==> src/hw/rtl/rpo_pkg.sv <==
package rpo_pkg;

    localparam int ANGLE_W      = 18;
    localparam int FULL_TURN    = 92160;
    localparam int QUARTER_TURN = 23040;
    localparam int RED_W        = 17;
    localparam int RES_W        = 15;
    localparam int Z_SHIFT      = 8;
    localparam int CORDIC_STEPS = 18;
    localparam int CORDIC_W     = 32;
    localparam int Z_W          = 25;

    localparam logic signed [CORDIC_W-1:0] CORDIC_GAIN = 32'sd652032874;

    // atan(2^-i) in 1/65536 degree
    localparam logic signed [Z_W-1:0] ATAN_TABLE [CORDIC_STEPS] = '{
        25'sd2949120, 25'sd1740967, 25'sd919879, 25'sd466945, 25'sd234379,
        25'sd117304,  25'sd58666,   25'sd29335,  25'sd14668,  25'sd7334,
        25'sd3667,    25'sd1833,    25'sd917,    25'sd458,    25'sd229,
        25'sd115,     25'sd57,      25'sd29
    };

    typedef enum logic [1:0] {
        QUAD_0,
        QUAD_1,
        QUAD_2,
        QUAD_3
    } quad_t;

    typedef struct packed {
        logic  valid;
        quad_t quad;
    } stage_ctl_t;

endpackage

==> src/hw/rtl/rpo_cordic_stage.sv <==
module rpo_cordic_stage
    import rpo_pkg::*;
#(
    parameter int STEP   = 0,
    parameter int SIDE_W = 66
) (
    input  logic                       aclk,
    input  logic                       aresetn,
    input  logic                       en,
    input  stage_ctl_t                 ctl_in,
    input  logic signed [CORDIC_W-1:0] x_in,
    input  logic signed [CORDIC_W-1:0] y_in,
    input  logic signed [Z_W-1:0]      z_in,
    input  logic [SIDE_W-1:0]          side_in,
    output stage_ctl_t                 ctl_out,
    output logic signed [CORDIC_W-1:0] x_out,
    output logic signed [CORDIC_W-1:0] y_out,
    output logic signed [Z_W-1:0]      z_out,
    output logic [SIDE_W-1:0]          side_out
);

    localparam logic signed [Z_W-1:0] ATAN_STEP = ATAN_TABLE[STEP];

    stage_ctl_t                 ctl_reg;
    logic signed [CORDIC_W-1:0] x_reg;
    logic signed [CORDIC_W-1:0] y_reg;
    logic signed [Z_W-1:0]      z_reg;
    logic [SIDE_W-1:0]          side_reg;
    logic signed [CORDIC_W-1:0] x_next;
    logic signed [CORDIC_W-1:0] y_next;
    logic signed [Z_W-1:0]      z_next;
    logic signed [CORDIC_W-1:0] xs;
    logic signed [CORDIC_W-1:0] ys;

    assign xs = x_in >>> STEP;
    assign ys = y_in >>> STEP;

    always_comb begin
        if (!z_in[Z_W-1]) begin
            x_next = x_in - ys;
            y_next = y_in + xs;
            z_next = z_in - ATAN_STEP;
        end else begin
            x_next = x_in + ys;
            y_next = y_in - xs;
            z_next = z_in + ATAN_STEP;
        end
    end

    always_ff @(posedge aclk) begin
        if (!aresetn) begin
            ctl_reg.valid <= 1'b0;
        end else if (en) begin
            ctl_reg <= ctl_in;
        end
    end

    always_ff @(posedge aclk) begin
        if (en) begin
            x_reg        <= x_next;
            y_reg        <= y_next;
            z_reg        <= z_next;
            side_reg     <= side_in;
        end
    end

    assign ctl_out  = ctl_reg;
    assign x_out    = x_reg;
    assign y_out    = y_reg;
    assign z_out    = z_reg;
    assign side_out = side_reg;

endmodule

==> config.mk <==
export PLATFORM = sky130hd
export DESIGN_NAME = rpo_cordic_stage
export DESIGN_NICKNAME = d
export VERILOG_FILES = /design/src/hw/rtl/rpo_pkg.sv /design/src/hw/rtl/rpo_cordic_stage.sv
export SDC_FILE = /design/constraint.sdc
export NUM_CORES = 1
export LEC_CHECK = 0
export BUFFER_PORTS_ARGS = -buffer_cell sky130_fd_sc_hd__buf_2
export CAP_MARGIN = 20
export CORE_MARGIN = 5
export CORE_UTILIZATION = 57
export CTS_CLUSTER_DIAMETER = 50
export DETAILED_ROUTE_END_ITERATION = 12
export HOLD_SLACK_MARGIN = 0.05
export PLACE_DENSITY = 0.87
export SLEW_MARGIN = 20
export SYNTH_ARGS = -nofsm -noshare
export SYNTH_HDL_FRONTEND = slang
export SYNTH_SLANG_ARGS = --single-unit
==> constraint.sdc <==
create_clock -name aclk -period 4.9 [get_ports aclk]
set_input_delay 0.98 -clock aclk [delete_from_list [all_inputs] [get_ports aclk]]
set_output_delay 0.98 -clock aclk [all_outputs]
set_load 0.01 [all_outputs]
==> impl_metrics.tcl <==
set metrics [dict create \
    status "finished, final reports clean" \
    yosys.area.top_type_share_pct 44.3 \
    die_h_um 146 \
    port-buffer-count 318 \
    synth.net_count 1289 \
    routed.top_layer "met4" \
    wire_per_inst_um 20.1 \
    cp_max_fo 14 \
    critPathKind "in2reg" \
    hold_start "ctl_out[2]" \
    setup_viol 0 \
    antenna_found_initial 0 \
    wl_um 31400 \
    dr_wl_met3_um 2730 \
    grt_max_degree 130 \
    clockRootBuffer "clkbuf_16" \
    min_period_ns 3.73 \
    cp.arrival_ns 3.89 \
    grt_remaining_overflow 0 \
    hold_path_class "reg2reg" \
    synth_edf_count 156 \
    ys_seq_area_share_pct 44.5 \
    syn_area_um2 10600 \
    rsz0062_at_grt "no" \
    ant_nets 0 \
    endpoint_kind "flop" \
    cts_htree_levels 4 \
    clock_skew_ns 0 \
    first_pass_iters 5 \
    place_area_um2 12300 \
    drv_slew 0 \
    cts.sinks 157 \
    fin_nets 1588 \
    place_congestion 0.987 \
    slew_headroom_pct 32.9 \
    num_vias 9286 \
    rr_startpoint "ctl_out[2]" \
    grt_pass1_wl_um 48100 \
    tns_ns 0 \
    ys_types 78 \
    p_per_area_nw_per_um2 324 \
    clkTransAtPathRegs_ns 0.07 \
    ir_drop_v 0.000211 \
    postCtsResizedCells 0 \
    drive_gt1_share_pct 29.3 \
    finalCritPeriodShare_pct 76.1 \
    leakage_uw 0.00573 \
    avgSynthCellArea_um2 10.4 \
    hold_viol_final 0 \
    worst_slew_pin_slew_ns 1.01 \
    finalInstanceArea_um2 12900 \
    synth_largest_area_cell "edfxtp_1" \
    netlist_instances 1016 \
    die_x_um 146 \
    ios 319 \
    post_cts_buffers 0 \
    ys_seq_elements 157 \
    hpwlAfterDp_um 24400 \
    wl_met1_um 11500 \
    clock_path_buffers 2 \
    track_usage_pct 28.1 \
    coreArea_um2 18100 \
    cp-start-kind "input pin" \
    drc_errors 0 \
    cts_hold_buf 0 \
    cts_inserted_buffers 17 \
    crit_required_ns 5.06 \
    viasPerCell 5.96 \
    crit_start "x_in[15]" \
    n_antenna_cell 0 \
    maxCapViolCount 0 \
    area_growth_pct 21.7 \
    synth_top_flop_cell "edfxtp_1" \
    fmax_mhz 268 \
    fp.dieArea_um2 21400 \
    drt_iter0_drc 1123 \
    start_util_pct 58.5 \
    ys.warnings.count 0 \
    grt_pass1_vias 8841 \
    clock_latency_ns 0.42 \
    cts_tree "done" \
    postSynth.asyncResetShare_pct 0 \
    p_total_uw 4170 \
    rows 49 \
    wl_met2_um 15500 \
    netlist_top_cells_area "edfxtp_1, ha_1, a21oi_1" \
]
-- worst paths after layout --
kind	endpoint	slack, ns	cells past startpoint
worst max register to register	ctl_out[2]	4.26	2
worst min-delay path	ctl_out[2]	0.57	2
worst min register to register	ctl_out[2]	0.57	2
worst max-delay path	x_out[31]	1.17	12
-- state kept, by name, indices dropped and copies added (netlist names) --
signal and flops:
side_out 66, y_out 32, x_out 31, z_out 25, ctl_out 3
-- where the power goes --
part | switching (µW) | leakage [µW] | internal (µW)
Sequential | 43.0 | 0.00153 | 1680
Combinational | 720 | 0.00392 | 444
Clock | 599 | 0.000275 | 678
-- Yosys cell counts, types with 4 or more instances --
master	instances
xor2_1	6
a21o_1	16
nor2_1	78
nor3_1	22
buf_2	7
a211oi_1	10
mux2i_1	14
ha_1	109
o31ai_1	12
xnor2_1	62
inv_2	4
a21oi_1	111
inv_1	94
nor2b_1	9
clkbuf_1	20
nand3_1	8
o21a_1	4
buf_1	8
o21bai_1	20
nand4_1	12
nand2b_1	11
nand2_1	36
or3_1	5
edfxtp_1	156
o21ai_0	61
o31a_1	4
nor4_1	10
and3_1	6
a31oi_1	4
buf_4	4
and2_1	4
o211ai_1	9
-- area by class of cell --
class / count / area (µm²)
repair buffers: 322 / 1630
inverters: 102 / 388
well taps: 229 / 287
multi-input cells: 715 / 5280
flip-flops and latches: 157 / 4700
clock inverters: 15 / 158
clock buffers: 17 / 425
fillers: 1317 / 5220
-- critical path: stages --
cell     delay [ns]
buf_2          0.11
inv_1          0.05
ha_1           0.57
inv_1          0.24
nor4_1         0.61
nor3_1         0.14
nor2_1         0.12
nand2_1        0.11
o41ai_2        0.42
nor4_1         0.12
nor4_2         0.32
xor2_1         0.10
-- cell usage in the layout, fill, tap and decap left out, types with 5 or more instances in the layout --
| cell | count |
|---|---|
| a21o_1 | 16 |
| buf_2 | 317 |
| inv_8 | 5 |
| mux2i_1 | 14 |
| nand2b_1 | 11 |
| o31ai_1 | 12 |
| nor2b_1 | 9 |
| and3_1 | 6 |
| or3_1 | 5 |
| nand4_1 | 12 |
| o21bai_1 | 20 |
| o21ai_0 | 61 |
| clkbuf_16 | 17 |
| nor2_1 | 78 |
| nand3_1 | 8 |
| xor2_1 | 6 |
| xnor2_1 | 62 |
| nor4_1 | 10 |
| edfxtp_1 | 156 |
| a21oi_1 | 111 |
| a211oi_1 | 10 |
| nand2_1 | 36 |
| nor3_1 | 22 |
| ha_1 | 109 |
| o211ai_1 | 9 |
| inv_1 | 94 |
-- logic make-up (layout without fill, tap and decap cells) --
logic type                 after synthesis  after routing  synth area share [%]
AOI/OAI and AO/OA                      306            306                  19.4
xor gates and xnor gates                68             68                  5.63
adders and majority gates              112            112                  13.5
buffers and inverters                  144            456                  5.60
DFF                                    157            157                  44.5
muxes                                   16             16                  1.54
and+or+nand+nor                        213            213                  9.88
-- routing by layer --
metal | track usage (%) | up-vias
li1 | - | 4290
met1 | 34.0 | 4303
met2 | 48.6 | 587
met3 | 4.65 | 106
met4 | 14.3 | 0
met5 | 0 | -
-- stage by stage --
stage	setup slack (ns)	utilization, %	instances	hold slack (ns)
after floorplan	1.48	-	1016	0.538
after global placement	0.832	67.9	1525	0.497
after detailed placement	0.826	67.9	1525	0.545
after CTS	1.27	71.1	1557	0.564
after global routing	0.950	71.1	1557	0.571
final	1.17	71.1	1557	0.567
(Power assumes the default switching activity.)
