--- src/hw/rtl/rpo_pkg.sv ---
package rpo_pkg;

    localparam int ANGLE_W      = 18;
    localparam int FULL_TURN    = 92160;
    localparam int QUARTER_TURN = 23040;
    localparam int RED_W        = 17;
    localparam int RES_W        = 15;
    localparam int Z_SHIFT      = 8;
    localparam int CORDIC_STEPS = 18;
    localparam int CORDIC_W     = 32;
    localparam int Z_W          = 25;

    localparam logic signed [CORDIC_W-1:0] CORDIC_GAIN = 32'sd652032874;

    // atan(2^-i) in 1/65536 degree
    localparam logic signed [Z_W-1:0] ATAN_TABLE [CORDIC_STEPS] = '{
        25'sd2949120, 25'sd1740967, 25'sd919879, 25'sd466945, 25'sd234379,
        25'sd117304,  25'sd58666,   25'sd29335,  25'sd14668,  25'sd7334,
        25'sd3667,    25'sd1833,    25'sd917,    25'sd458,    25'sd229,
        25'sd115,     25'sd57,      25'sd29
    };

    typedef enum logic [1:0] {
        QUAD_0,
        QUAD_1,
        QUAD_2,
        QUAD_3
    } quad_t;

    typedef struct packed {
        logic  valid;
        quad_t quad;
    } stage_ctl_t;

endpackage

--- src/hw/rtl/rpo_angle_prep.sv ---
module rpo_angle_prep
    import rpo_pkg::*;
#(
    parameter int COORD_WIDTH = 16
) (
    input  logic                          aclk,
    input  logic                          aresetn,
    input  logic                          en,
    input  logic                          in_valid,
    input  logic signed [COORD_WIDTH-1:0] origin_x,
    input  logic signed [COORD_WIDTH-1:0] origin_y,
    input  logic signed [COORD_WIDTH-1:0] point_x,
    input  logic signed [COORD_WIDTH-1:0] point_y,
    input  logic signed [ANGLE_W-1:0]     angle,
    output stage_ctl_t                    ctl_out,
    output logic signed [Z_W-1:0]         z_out,
    output logic signed [COORD_WIDTH-1:0] ox_out,
    output logic signed [COORD_WIDTH-1:0] oy_out,
    output logic signed [COORD_WIDTH:0]   dx_out,
    output logic signed [COORD_WIDTH:0]   dy_out
);

    localparam logic signed [ANGLE_W:0] FULL_S     = (ANGLE_W+1)'(FULL_TURN);
    localparam logic signed [ANGLE_W:0] NEG_FULL_S = -FULL_S;
    localparam logic signed [ANGLE_W:0] TWO_FULL_S = (ANGLE_W+1)'(2 * FULL_TURN);
    localparam logic [RED_W-1:0]        Q1_A       = RED_W'(QUARTER_TURN);
    localparam logic [RED_W-1:0]        Q2_A       = RED_W'(2 * QUARTER_TURN);
    localparam logic [RED_W-1:0]        Q3_A       = RED_W'(3 * QUARTER_TURN);

    logic                          valid1_reg;
    logic [RED_W-1:0]              red_reg;
    logic [RED_W-1:0]              red_next;
    logic signed [COORD_WIDTH-1:0] ox1_reg;
    logic signed [COORD_WIDTH-1:0] oy1_reg;
    logic signed [COORD_WIDTH:0]   dx1_reg;
    logic signed [COORD_WIDTH:0]   dy1_reg;
    logic signed [COORD_WIDTH:0]   dx1_next;
    logic signed [COORD_WIDTH:0]   dy1_next;
    logic signed [ANGLE_W:0]       ang_ext;
    logic signed [ANGLE_W:0]       wrapped;

    stage_ctl_t                    ctl_reg;
    stage_ctl_t                    ctl_next;
    logic signed [Z_W-1:0]         z_reg;
    logic signed [Z_W-1:0]         z_next;
    logic [RED_W-1:0]              res;
    logic signed [COORD_WIDTH-1:0] ox2_reg;
    logic signed [COORD_WIDTH-1:0] oy2_reg;
    logic signed [COORD_WIDTH:0]   dx2_reg;
    logic signed [COORD_WIDTH:0]   dy2_reg;

    assign ang_ext = (ANGLE_W+1)'(angle);

    // reduce the angle into one full turn
    always_comb begin
        if (ang_ext >= FULL_S) begin
            wrapped = ang_ext - FULL_S;
        end else if (!ang_ext[ANGLE_W]) begin
            wrapped = ang_ext;
        end else if (ang_ext >= NEG_FULL_S) begin
            wrapped = ang_ext + FULL_S;
        end else begin
            wrapped = ang_ext + TWO_FULL_S;
        end
        red_next = wrapped[RED_W-1:0];
        dx1_next = {point_x[COORD_WIDTH-1], point_x} - {origin_x[COORD_WIDTH-1], origin_x};
        dy1_next = {point_y[COORD_WIDTH-1], point_y} - {origin_y[COORD_WIDTH-1], origin_y};
    end

    always_ff @(posedge aclk) begin
        if (!aresetn) begin
            valid1_reg <= 1'b0;
        end else if (en) begin
            valid1_reg <= in_valid;
        end
    end

    always_ff @(posedge aclk) begin
        if (en) begin
            red_reg <= red_next;
            ox1_reg <= origin_x;
            oy1_reg <= origin_y;
            dx1_reg <= dx1_next;
            dy1_reg <= dy1_next;
        end
    end

    // split into quadrant and residue
    always_comb begin
        ctl_next.valid = valid1_reg;
        if (red_reg >= Q3_A) begin
            ctl_next.quad = QUAD_3;
            res           = red_reg - Q3_A;
        end else if (red_reg >= Q2_A) begin
            ctl_next.quad = QUAD_2;
            res           = red_reg - Q2_A;
        end else if (red_reg >= Q1_A) begin
            ctl_next.quad = QUAD_1;
            res           = red_reg - Q1_A;
        end else begin
            ctl_next.quad = QUAD_0;
            res           = red_reg;
        end
        z_next = Z_W'({res[RES_W-1:0], {Z_SHIFT{1'b0}}});
    end

    always_ff @(posedge aclk) begin
        if (!aresetn) begin
            ctl_reg.valid <= 1'b0;
        end else if (en) begin
            ctl_reg <= ctl_next;
        end
    end

    always_ff @(posedge aclk) begin
        if (en) begin
            z_reg        <= z_next;
            ox2_reg      <= ox1_reg;
            oy2_reg      <= oy1_reg;
            dx2_reg      <= dx1_reg;
            dy2_reg      <= dy1_reg;
        end
    end

    assign ctl_out = ctl_reg;
    assign z_out   = z_reg;
    assign ox_out  = ox2_reg;
    assign oy_out  = oy2_reg;
    assign dx_out  = dx2_reg;
    assign dy_out  = dy2_reg;

endmodule

--- config.mk ---
export PLATFORM = sky130hd
export DESIGN_NAME = rpo_angle_prep
export DESIGN_NICKNAME = d
export VERILOG_FILES = /design/src/hw/rtl/rpo_pkg.sv /design/src/hw/rtl/rpo_angle_prep.sv
export SDC_FILE = /design/constraint.sdc
export NUM_CORES = 1
export LEC_CHECK = 0
export BUFFER_PORTS_ARGS = -buffer_cell sky130_fd_sc_hd__buf_4
export CAP_MARGIN = 20
export CORE_UTILIZATION = 49
export CTS_BUF_LIST = sky130_fd_sc_hd__clkbuf_16
export DETAILED_ROUTE_END_ITERATION = 7
export PLACE_DENSITY = 0.77
export SLEW_MARGIN = 40
export SYNTH_ARGS = -nofsm -noshare
export SYNTH_HDL_FRONTEND = slang
export SYNTH_SLANG_ARGS = --single-unit
--- constraint.sdc ---
create_clock -name aclk -period 2.37 [get_ports aclk]
set_input_delay 0.237 -clock aclk [delete_from_list [all_inputs] [get_ports aclk]]
set_output_delay 0.237 -clock aclk [all_outputs]
set_load 0.01 [all_outputs]
==> flow_metrics.env <==
export IMPL_status="finished, violations left"
export IMPL_violations="negative setup slack"
export IMPL_cts_tree="done"
export IMPL_ys_warn_count=0
export IMPL_start_kind="primary input"
export IMPL_antenna_found_initial=1
export IMPL_dp_cells=906
export IMPL_synth_seq_cells=168
export IMPL_routed_wl_mm=15.3
export IMPL_final_max_slew_violation_count=0
export IMPL_cts_sinks=168
export IMPL_via_per_inst=5.33
export IMPL_hold_violations=0
export IMPL_post_route_period_util_pct=102
export IMPL_routabilityCongestion=0.941
export IMPL_grt_pass1_vias=5166
export IMPL_ant_nets=0
export IMPL_drc=0
export IMPL_timing_slew_headroom_pct=58.1
export IMPL_synth_top_area_share_pct=65.9
export IMPL_async_reset_ff_share_pct=0
export IMPL_ys_flop_type="edfxtp_1"
export IMPL_fin_skew_ns=0.00816
export IMPL_worst_endpoint_required_ns=2.51
export IMPL_synth_distinct_cells=57
export IMPL_min_period_ns=2.42
export IMPL_fp_dieArea_um2=15900
export IMPL_worstMarginPinSlew_ns=0.628
export IMPL_via_count=5196
export IMPL_arrival_ns=2.56
export IMPL_power_density_nw_per_um2=772
export IMPL_end_kind="flip-flop"
export IMPL_ys_seq_area_share_pct=66.4
export IMPL_critical_path_class="in -> reg"
export IMPL_ff2ff_path_depth=8
export IMPL_final_cell_mix="buf_4 (189), edfxtp_1 (166), inv_1 (56), ha_1 (44), dlygate4sd3_1 (32)"
export IMPL_row_count=45
export IMPL_io_pins=180
export IMPL_grtUsageTotal_pct=19.7
export IMPL_drive_above_1_share_pct=29.2
export IMPL_ir_drop_mv=0.511
export IMPL_wl_per_cell_um=15.7
export IMPL_fin_cells=974
export IMPL_crit_path_max_incr_delay_ns=0.53
export IMPL_worstPathCellList="dlygate4sd3_1 > buf_4 > inv_1 > ha_1 > a21oi_1 > o21ai_0 > or2_2 > o21ai_0 > o311ai_0"
export IMPL_htreeDepth=4
export IMPL_cpMaxStageDelayCell="dlygate4sd3_1"
export IMPL_r2r_start="red_reg[9]$_DFFE_PP_"
export IMPL_grt_overflow=0
export IMPL_hold_slack_ns=0.0146
export IMPL_numPortBuffers=169
export IMPL_cpMostUsedCell="o21ai_0"
export IMPL_syn_inst=543
export IMPL_nNetsFinal=904
export IMPL_cts_root_buffer="clkbuf_16"
export IMPL_min_path_type="in -> reg"
export IMPL_setup_violations=1
export IMPL_die_y_um=126
export IMPL_grt_max_degree=65
export IMPL_pre_cts_ws_ns=-0.0319
export IMPL_dpl_hpwl_mm=10.8
export IMPL_fp_dieW_um=126
export IMPL_rsz0062_at_grt="yes"
export IMPL_core_um2=15100
export IMPL_clock_latency_ns=0.42
export IMPL_cap_violations=0
export IMPL_first_iter_violations=343
export IMPL_synthesis_area_um2=7570
export IMPL_crit_end="dx1_reg[14]$_DFFE_PP_"
export IMPL_avgSynthCellArea_um2=13.9
export IMPL_post_route_util_pct=66.5
export IMPL_grt_pass1_wl_mm=24.5
export IMPL_critical_path_buf_inv_count=3
export IMPL_path_depth=9
export IMPL_clk_pin_slew_ns=0.07
export IMPL_synth_area_leaders="edfxtp_1 (66%), ha_1 (7.3%), inv_1 (2.7%)"
export IMPL_drtPass1Iterations=5
export IMPL_synth_area_leader_cell="edfxtp_1"
export IMPL_critPathTopFamily="compound AO/OA/AOI/OAI gates"
export IMPL_clockBufferDepth=2
export IMPL_worstPathMaxFanout=6
export IMPL_final_common_cell="buf_4"
export IMPL_synth_edf_count=166
export IMPL_start_util_pct=50.0
export IMPL_max_clock_freq_ghz=0.412
export IMPL_setup_ws_ns=-0.0547
export IMPL_numCtsBuffers=17
export IMPL_rrSetupSlack_ns=0.20
export IMPL_cp_startpoint="origin_x[9]"
export IMPL_area_growth_pct=33.2
export IMPL_static_leakage_power_nw=4.23
export IMPL_r2r_end="z_out[18]$_DFFE_PP_"
-- power breakdown --
| part | internal (mW) | total [mW] | switching (mW) |
|---|---|---|---|
| clock | 1.66 | 2.81 | 1.15 |
| combinational | 0.598 | 1.21 | 0.608 |
| sequential | 3.66 | 3.76 | 0.105 |
-- timing repair --
item | CTS | global route
hold buffers | 31 | 1
endpoints found under the setup margin | 0 | 8
buffers inserted | 0 | 3
gates resized for setup | 0 | 4
endpoints found under the hold margin | 31 | 1
-- through the flow --
| step | cell area, um2 | total power [mW] | TNS, ns |
|---|---|---|---|
| final | 10100 | 7.78 | -0.0547 |
| after floorplan | 7600 | 4.42 | 0 |
| after detailed placement | 9110 | 4.97 | -0.0740 |
| after CTS | 10000 | 7.81 | 0 |
| after global routing | 10100 | 8.06 | -0.270 |
| after global placement | 9110 | 4.90 | 0 |
-- synth_stat cells, types with 4 or more instances --
cell type  count
a211o_1        4
a211oi_1       7
a21o_1         7
a21oi_1       29
a31oi_1        8
buf_4         11
clkbuf_1       7
edfxtp_1     166
ha_1          44
inv_1         55
nand2_1       16
nand2b_1       4
nand3_1        4
nand4_1        5
nor2_1        32
nor2b_1       11
nor3_1        10
nor4_1         4
o21a_1        11
o21ai_0       15
o31a_1         4
xnor2_1       21
xor2_1         6
-- final cells by class --
cell class,instances,area [um2]
clock buffer,17,425
timing repair buffer,223,1770
clock inverter,15,176
multi-input combinational,307,2240
inverter,55,206
fill,1078,5070
antenna,1,2.50
sequential,168,5020
tap,188,235
-- worst register-to-register path, stage by stage (launching register included) --
cell and delay, ns:
edfxtp_1 0.47, inv_1 0.15, ha_1 0.24, nor4b_1 0.31
a21oi_1 0.14, buf_4 0.16, nor2b_1 0.12, o32ai_1 0.24
a31oi_1 0.07
-- kinds of logic (layout without fill, tap and decap cells) --
kind of cell / after synthesis / in the layout / synth area share [%]
flops: 168 / 168 / 66.4
compound gates: 117 / 117 / 10.6
simple gates: 105 / 105 / 7.06
buf+inv: 77 / 310 / 4.71
fa+ha+maj: 46 / 46 / 7.80
xor+xnor: 27 / 27 / 3.13
mux: 2 / 2 / 0.265
other cells: 1 / 11 / 0.0496
-- routing by layer --
metal / vias up / global-route usage [%] / wire length [um]
li1: 2468 / - / -
met5: - / 0 / 0
met3: 31 / 6.03 / 1220
met2: 226 / 34.4 / 7630
met1: 2471 / 22.2 / 6150
met4: 0 / 9.21 / 314
-- worst min-delay path by stage --
| stage | from | to | slack (ns) | cells after the start |
|---|---|---|---|---|
| finish | origin_x[12] | ox1_reg[12]$_DFFE_PP_ | 0.01 | 1 |
| global route | origin_y[7] | oy1_reg[7]$_DFFE_PP_ | 0.001 | 1 |
| CTS | origin_x[12] | ox1_reg[12]$_DFFE_PP_ | 0.0003 | 1 |
| detailed placement | dx1_reg[15]$_DFFE_PP_ | dx_out[15]$_DFFE_PP_ | 0.40 | 0 |
| global placement | dy1_reg[1]$_DFFE_PP_ | dy_out[1]$_DFFE_PP_ | 0.40 | 0 |
| floorplan | origin_x[0] | ox1_reg[0]$_DFFE_PP_ | 0.34 | 0 |
Power figures use the tool's default switching activity.
