`src/hw/rtl/rpo_pkg.sv`:
```
package rpo_pkg;

    localparam int ANGLE_W      = 18;
    localparam int FULL_TURN    = 92160;
    localparam int QUARTER_TURN = 23040;
    localparam int RED_W        = 17;
    localparam int RES_W        = 15;
    localparam int Z_SHIFT      = 8;
    localparam int CORDIC_STEPS = 18;
    localparam int CORDIC_W     = 32;
    localparam int Z_W          = 25;

    localparam logic signed [CORDIC_W-1:0] CORDIC_GAIN = 32'sd652032874;

    // atan(2^-i) in 1/65536 degree
    localparam logic signed [Z_W-1:0] ATAN_TABLE [CORDIC_STEPS] = '{
        25'sd2949120, 25'sd1740967, 25'sd919879, 25'sd466945, 25'sd234379,
        25'sd117304,  25'sd58666,   25'sd29335,  25'sd14668,  25'sd7334,
        25'sd3667,    25'sd1833,    25'sd917,    25'sd458,    25'sd229,
        25'sd115,     25'sd57,      25'sd29
    };

    typedef enum logic [1:0] {
        QUAD_0,
        QUAD_1,
        QUAD_2,
        QUAD_3
    } quad_t;

    typedef struct packed {
        logic  valid;
        quad_t quad;
    } stage_ctl_t;

endpackage

```
`src/hw/rtl/rpo_rotate_out.sv`:
```
module rpo_rotate_out
    import rpo_pkg::*;
#(
    parameter int COORD_WIDTH        = 16,
    parameter int TRIG_FRACTION_BITS = 16
) (
    input  logic                          aclk,
    input  logic                          aresetn,
    input  logic                          en,
    input  stage_ctl_t                    ctl_in,
    input  logic signed [CORDIC_W-1:0]    x_in,
    input  logic signed [CORDIC_W-1:0]    y_in,
    input  logic signed [COORD_WIDTH-1:0] ox_in,
    input  logic signed [COORD_WIDTH-1:0] oy_in,
    input  logic signed [COORD_WIDTH:0]   dx_in,
    input  logic signed [COORD_WIDTH:0]   dy_in,
    output logic                          out_valid,
    output logic signed [COORD_WIDTH-1:0] rotated_x,
    output logic signed [COORD_WIDTH-1:0] rotated_y,
    output logic                          saturated
);

    localparam int F  = TRIG_FRACTION_BITS;
    localparam int DW = COORD_WIDTH + 1;
    localparam int TW = F + 2;
    localparam int RW = CORDIC_W + 1;
    localparam int SH = 30 - F;
    localparam int PW = DW + TW;
    localparam int SW = PW + 1;
    localparam int QW = SW - F;
    localparam int OW = QW + 1;

    localparam logic signed [RW-1:0] HALF      = RW'(64'sd1 <<< (SH - 1));
    localparam logic signed [RW-1:0] ONE_W     = RW'(64'sd1 <<< F);
    localparam logic signed [RW-1:0] NEG_ONE_W = -ONE_W;
    localparam logic signed [SW-1:0] BIAS      = SW'((64'sd1 <<< F) - 64'sd1);
    localparam logic signed [OW-1:0] MAX_V     = OW'((64'sd1 <<< (COORD_WIDTH - 1)) - 64'sd1);
    localparam logic signed [OW-1:0] MIN_V     = -MAX_V - OW'(1);

    function automatic logic signed [TW-1:0] to_trig(input logic signed [CORDIC_W-1:0] q);
        logic signed [RW-1:0] qe;
        logic signed [RW-1:0] r;
        qe = RW'(q);
        r  = (qe + HALF) >>> SH;
        if (r > ONE_W) begin
            to_trig = ONE_W[TW-1:0];
        end else if (r < NEG_ONE_W) begin
            to_trig = NEG_ONE_W[TW-1:0];
        end else begin
            to_trig = r[TW-1:0];
        end
    endfunction

    logic                          v1_reg;
    logic signed [TW-1:0]          c_reg;
    logic signed [TW-1:0]          s_reg;
    logic signed [TW-1:0]          c_next;
    logic signed [TW-1:0]          s_next;
    logic signed [TW-1:0]          cq;
    logic signed [TW-1:0]          sq;
    logic signed [DW-1:0]          dx1_reg;
    logic signed [DW-1:0]          dy1_reg;
    logic signed [COORD_WIDTH-1:0] ox1_reg;
    logic signed [COORD_WIDTH-1:0] oy1_reg;

    logic                          v2_reg;
    logic signed [PW-1:0]          pxc_reg;
    logic signed [PW-1:0]          pys_reg;
    logic signed [PW-1:0]          pxs_reg;
    logic signed [PW-1:0]          pyc_reg;
    logic signed [COORD_WIDTH-1:0] ox2_reg;
    logic signed [COORD_WIDTH-1:0] oy2_reg;

    logic                          v3_reg;
    logic signed [SW-1:0]          sx_reg;
    logic signed [SW-1:0]          sy_reg;
    logic signed [COORD_WIDTH-1:0] ox3_reg;
    logic signed [COORD_WIDTH-1:0] oy3_reg;

    logic                          v4_reg;
    logic signed [QW-1:0]          qx_reg;
    logic signed [QW-1:0]          qy_reg;
    logic signed [QW-1:0]          qx_next;
    logic signed [QW-1:0]          qy_next;
    logic signed [SW-1:0]          bx;
    logic signed [SW-1:0]          by;
    logic signed [COORD_WIDTH-1:0] ox4_reg;
    logic signed [COORD_WIDTH-1:0] oy4_reg;

    logic                          v5_reg;
    logic signed [OW-1:0]          ux_reg;
    logic signed [OW-1:0]          uy_reg;

    logic                          v6_reg;
    logic signed [COORD_WIDTH-1:0] rx_reg;
    logic signed [COORD_WIDTH-1:0] ry_reg;
    logic                          sat_reg;
    logic signed [COORD_WIDTH-1:0] rx_next;
    logic signed [COORD_WIDTH-1:0] ry_next;
    logic                          sat_next;

    // round to the trig format and map to the quadrant
    always_comb begin
        cq = to_trig(x_in);
        sq = to_trig(y_in);
        case (ctl_in.quad)
            QUAD_0: begin
                c_next = cq;
                s_next = sq;
            end
            QUAD_1: begin
                c_next = -sq;
                s_next = cq;
            end
            QUAD_2: begin
                c_next = -cq;
                s_next = -sq;
            end
            default: begin
                c_next = sq;
                s_next = -cq;
            end
        endcase
    end

    // truncate toward zero on the divide by the trig scale
    always_comb begin
        bx      = sx_reg + (sx_reg[SW-1] ? BIAS : '0);
        by      = sy_reg + (sy_reg[SW-1] ? BIAS : '0);
        qx_next = QW'(bx >>> F);
        qy_next = QW'(by >>> F);
    end

    always_comb begin
        sat_next = 1'b0;
        if (ux_reg > MAX_V) begin
            rx_next  = MAX_V[COORD_WIDTH-1:0];
            sat_next = 1'b1;
        end else if (ux_reg < MIN_V) begin
            rx_next  = MIN_V[COORD_WIDTH-1:0];
            sat_next = 1'b1;
        end else begin
            rx_next = ux_reg[COORD_WIDTH-1:0];
        end
        if (uy_reg > MAX_V) begin
            ry_next  = MAX_V[COORD_WIDTH-1:0];
            sat_next = 1'b1;
        end else if (uy_reg < MIN_V) begin
            ry_next  = MIN_V[COORD_WIDTH-1:0];
            sat_next = 1'b1;
        end else begin
            ry_next = uy_reg[COORD_WIDTH-1:0];
        end
    end

    always_ff @(posedge aclk) begin
        if (!aresetn) begin
            v1_reg <= 1'b0;
            v2_reg <= 1'b0;
            v3_reg <= 1'b0;
            v4_reg <= 1'b0;
            v5_reg <= 1'b0;
            v6_reg <= 1'b0;
        end else if (en) begin
            v1_reg <= ctl_in.valid;
            v2_reg <= v1_reg;
            v3_reg <= v2_reg;
            v4_reg <= v3_reg;
            v5_reg <= v4_reg;
            v6_reg <= v5_reg;
        end
    end

    always_ff @(posedge aclk) begin
        if (en) begin
            c_reg   <= c_next;
            s_reg   <= s_next;
            dx1_reg <= dx_in;
            dy1_reg <= dy_in;
            ox1_reg <= ox_in;
            oy1_reg <= oy_in;

            pxc_reg <= PW'(dx1_reg) * PW'(c_reg);
            pys_reg <= PW'(dy1_reg) * PW'(s_reg);
            pxs_reg <= PW'(dx1_reg) * PW'(s_reg);
            pyc_reg <= PW'(dy1_reg) * PW'(c_reg);
            ox2_reg <= ox1_reg;
            oy2_reg <= oy1_reg;

            sx_reg  <= SW'(pxc_reg) - SW'(pys_reg);
            sy_reg  <= SW'(pxs_reg) + SW'(pyc_reg);
            ox3_reg <= ox2_reg;
            oy3_reg <= oy2_reg;

            qx_reg  <= qx_next;
            qy_reg  <= qy_next;
            ox4_reg <= ox3_reg;
            oy4_reg <= oy3_reg;

            ux_reg  <= OW'(qx_reg) + OW'(ox4_reg);
            uy_reg  <= OW'(qy_reg) + OW'(oy4_reg);

            rx_reg  <= rx_next;
            ry_reg  <= ry_next;
            sat_reg <= sat_next;
        end
    end

    assign out_valid = v6_reg;
    assign rotated_x = rx_reg;
    assign rotated_y = ry_reg;
    assign saturated = sat_reg;

endmodule

```
`config.mk`:
```
export PLATFORM = sky130hd
export DESIGN_NAME = rpo_rotate_out
export DESIGN_NICKNAME = d
export VERILOG_FILES = /design/src/hw/rtl/rpo_pkg.sv /design/src/hw/rtl/rpo_rotate_out.sv
export SDC_FILE = /design/constraint.sdc
export NUM_CORES = 2
export LEC_CHECK = 0
export BUFFER_PORTS_ARGS = -buffer_cell sky130_fd_sc_hd__buf_2
export CORE_MARGIN = 2
export CORE_UTILIZATION = 68
export DETAILED_ROUTE_END_ITERATION = 8
export PLACE_DENSITY = 0.95
export SLEW_MARGIN = 20
export SYNTH_ARGS = -nofsm -noshare
export SYNTH_HDL_FRONTEND = slang
export SYNTH_SLANG_ARGS = --single-unit
export TNS_END_PERCENT = 5
```
`constraint.sdc`:
```
create_clock -name aclk -period 19.95 [get_ports aclk]
set_input_delay 0.9975 -clock aclk [delete_from_list [all_inputs] [get_ports aclk]]
set_output_delay 0.9975 -clock aclk [all_outputs]
set_load 0.02 [all_outputs]
```
==> run_results.csv <==
group,metric,value,unit
synthesis,syn_nets,8946,
setup_path,cp_data_required_time,20.37,ns
floorplanning,chipHeight,329,um
setup_path,cp_common_cell,"fa_1",
setup_path,max_stage_delay,0.85,ns
global_routing,grt_max_degree,120,
clocking,path_clk_slew,0.06,ns
floorplanning,start_util,0.684,
synthesis,synthFlopType,"edfxtp_1",
synthesis,syn_area,0.0718,mm^2
synthesis,async_flop_share,0,
global_routing,grt_pass1_wl,316000,um
placed_design,placed_cell_area,0.0737,mm^2
detailed_routing,ant_nets,0,
run_status,violations,"design-rule violations",
timing,rsz0062_at_grt,"no",
setup_path,r2r_end,"pxc_reg[33]",
floorplanning,chipWidth,329,um
setup_path,cp-start-kind,"flop",
clocking,cts_resized,0,
floorplanning,die_area,0.108,mm^2
setup_path,critPathTopFamily,"adder cells",
finish,drive_above_1_share,0.0574,
floorplanning,core_area,0.105,mm^2
synthesis,synth_top_area_cell,"fa_1",
setup_path,critPathKind,"reg2reg",
min_path,hp-class,"reg2reg",
clocking,cts_tree,"done",
detailed_routing,wire_per_inst,23.2,um
finish,multi_input_comb_area,0.0494,mm^2
synthesis,syn_inst,7070,
global_routing,grt_pass1_vias,60500,
timing,relSlewSlack,0.267,
finish,design_area,0.0758,mm^2
synthesis,yosys.area.top_type_share,0.348,
global_routing,grt_overflow,0,
run_status,outcome,"complete, but fails checks",
placed_design,numPortBuffers,143,
clocking,postCtsSetupBuffers,0,
job,maxCapViolations,0,
synthesis,synth_edf_count,525,
finish,nets,8949,
detailed_routing,drt_iter0_markers,6829,
global_routing,antenna_found_initial,2,
clocking,insertion_delay,0.70,ns
finish,final_cell_count_no_fill,8516,
finish,nFillCells,6090,
placed_design,dp_hpwl,135000,um
setup_path,r2r-start,"dx1_reg[16]",
synthesis,synth_area_leaders,"fa_1, edfxtp_1, ha_1, inv_1, and2_1",
setup_path,slowest_stage,"edfxtp_1",
timing,setup_viol,0,
synthesis,synth_most_common_cell,"inv_1",
detailed_routing,wirelength,198000,um
timing,final_max_slew_viol_count,0,
clocking,cts_hold_buffers,0,
global_routing,grt.total_usage,0.378,
detailed_routing,avgViaCountPerCell,6.43,
placed_design,gp_congestion,0.947,
detailed_routing,dr.pass1.iters,9,
min_path,hp-start,"ox1_reg[13]",
synthesis,ys_types,100,
detailed_routing,via_count,54700,
synthesis,yosys_warnings,0,
timing,hold_ws,0.410,ns
floorplanning,io_pins,170,
placed_design,dp_cells,8401,
synthesis,synth_commonest_cells,"inv_1, fa_1, nand2_1",
setup_path,endpoint_kind,"flop",
min_path,whs_endpoint,"ox2_reg[13]",
detailed_routing,drcViolationCount,3,
setup_path,path_cells,"inv_1, buf_4, nor2_1, fa_1, fa_1, fa_1, fa_1, fa_1, inv_1, fa_1, inv_1, ha_1, o21a_1, o21a_1, o21ai_0, o21bai_1, a21oi_1, nor2b_1, a211oi_1, o21ai_0, a311oi_1, xnor2_1",
timing,fin_worst_skew,0.0225,ns
setup_path,critPathBufInv,4,
setup_path,crit_arrival,9.02,ns
finish,regArea,0.0159,mm^2
finish,area_growth,5.62,%
clocking,cts-htree-levels,2,
clocking,clock-root-buffer,"clkbuf_16",
synthesis,syn_avg_cell_area,10.2,um^2
timing,fmax,116,MHz
min_path,whs_path_depth,0,
floorplanning,fp-row-count,119,
synthesis,yosysSeqAreaShare,0.221,
setup_path,cp_max_fo,16,
clocking,cts.sinks,531,
timing,tns,0,ns
setup_path,r2r_cells,22,
synthesis,synth_seq_cells,531,
clocking,clockBufferDepth,3,
clocking,cts_inserted_buffers,61,
setup_path,rrSetupSlack,11.36,ns
timing,worst_slew_pin_slew,1.10,ns
timing,timing.final.crit_share,0.431,
timing,hold_viol,0,
timing,period_needed,8.59,ns
## worst max-delay path by stage
stage           startpoint     endpoint  depth (start not counted)
6_report       dx1_reg[16]  pxc_reg[33]                         22
5_1_grt        dx1_reg[16]  pxc_reg[33]                         22
4_1_cts        dx1_reg[16]  pxc_reg[33]                         22
3_5_place_dp   dx1_reg[16]  pxc_reg[33]                         22
3_3_place_gp   dx1_reg[16]  pxc_reg[33]                         22
2_1_floorplan  dx1_reg[16]  pxs_reg[34]                         23
## worst reg2reg max path, cell delays in order, from the launching register on
cell and delay (ns):
edfxtp_1 0.85, inv_1 0.65, buf_4 0.41, nor2_1 0.17
fa_1 0.49, fa_1 0.54, fa_1 0.45, fa_1 0.50
fa_1 0.50, inv_1 0.05, fa_1 0.47, inv_1 0.04
ha_1 0.38, o21a_1 0.22, o21a_1 0.19, o21ai_0 0.36
o21bai_1 0.22, a21oi_1 0.18, nor2b_1 0.07, a211oi_1 0.60
o21ai_0 0.46, a311oi_1 0.45, xnor2_1 0.10
## through the flow
| step | utilization | setup WS, ns |
|---|---|---|
| 2_1_floorplan | - | 13.38 |
| 4_1_cts | 0.722 | 11.77 |
| 3_5_place_dp | 0.702 | 11.85 |
| 5_1_grt | 0.722 | 11.24 |
| 6_report | 0.722 | 11.36 |
| 3_3_place_gp | 0.702 | 12.25 |
## cell families (layout without fill, tap and decap cells)
| family | count (synthesis) | in the layout | synth area share |
|---|---|---|---|
| buffers and inverters | 1701 | 1753 | 0.0905 |
| AOI/OAI and AO/OA | 718 | 718 | 0.0661 |
| adders and majority gates | 1740 | 1740 | 0.434 |
| other | 0 | 3 | 0 |
| xor gates and xnor gates | 319 | 319 | 0.0389 |
| muxes | 32 | 32 | 0.00767 |
| DFF | 531 | 531 | 0.221 |
| and+or+nand+nor | 2029 | 2029 | 0.142 |
## metal layers
metal / track usage / vias to the layer above / wire [um]
met3: 0.114 / 1705 / 25900
met1: 0.437 / 26300 / 61400
met4: 0.291 / 0 / 19800
met2: 0.593 / 4599 / 90700
met5: 0 / - / 0
li1: - / 22100 / -
## final cells by class
type                    instances  area share
diodes                          3   0.0000990
clock inverters                48     0.00756
flip-flops and latches        531       0.210
inverters                    1413      0.0700
multi-input cells            4838       0.652
well taps                    1391      0.0230
clock buffers                  64      0.0203
repair buffers                228      0.0180
## cell usage in the layout, fill, tap and decap left out, types with 85 or more instances in the layout
cell type  count
nand2_1      748
a21o_1        90
buf_4         85
o21ai_0      125
ha_1         492
inv_1       1411
fa_1        1248
edfxtp_1     525
a21oi_1      197
and2_1       625
nor2_1       259
nand3_1       95
xnor2_1      244
buf_2        142
Power is not shown: default switching activity piles up to over one toggle a cycle in this logic, so the estimate is an artifact.
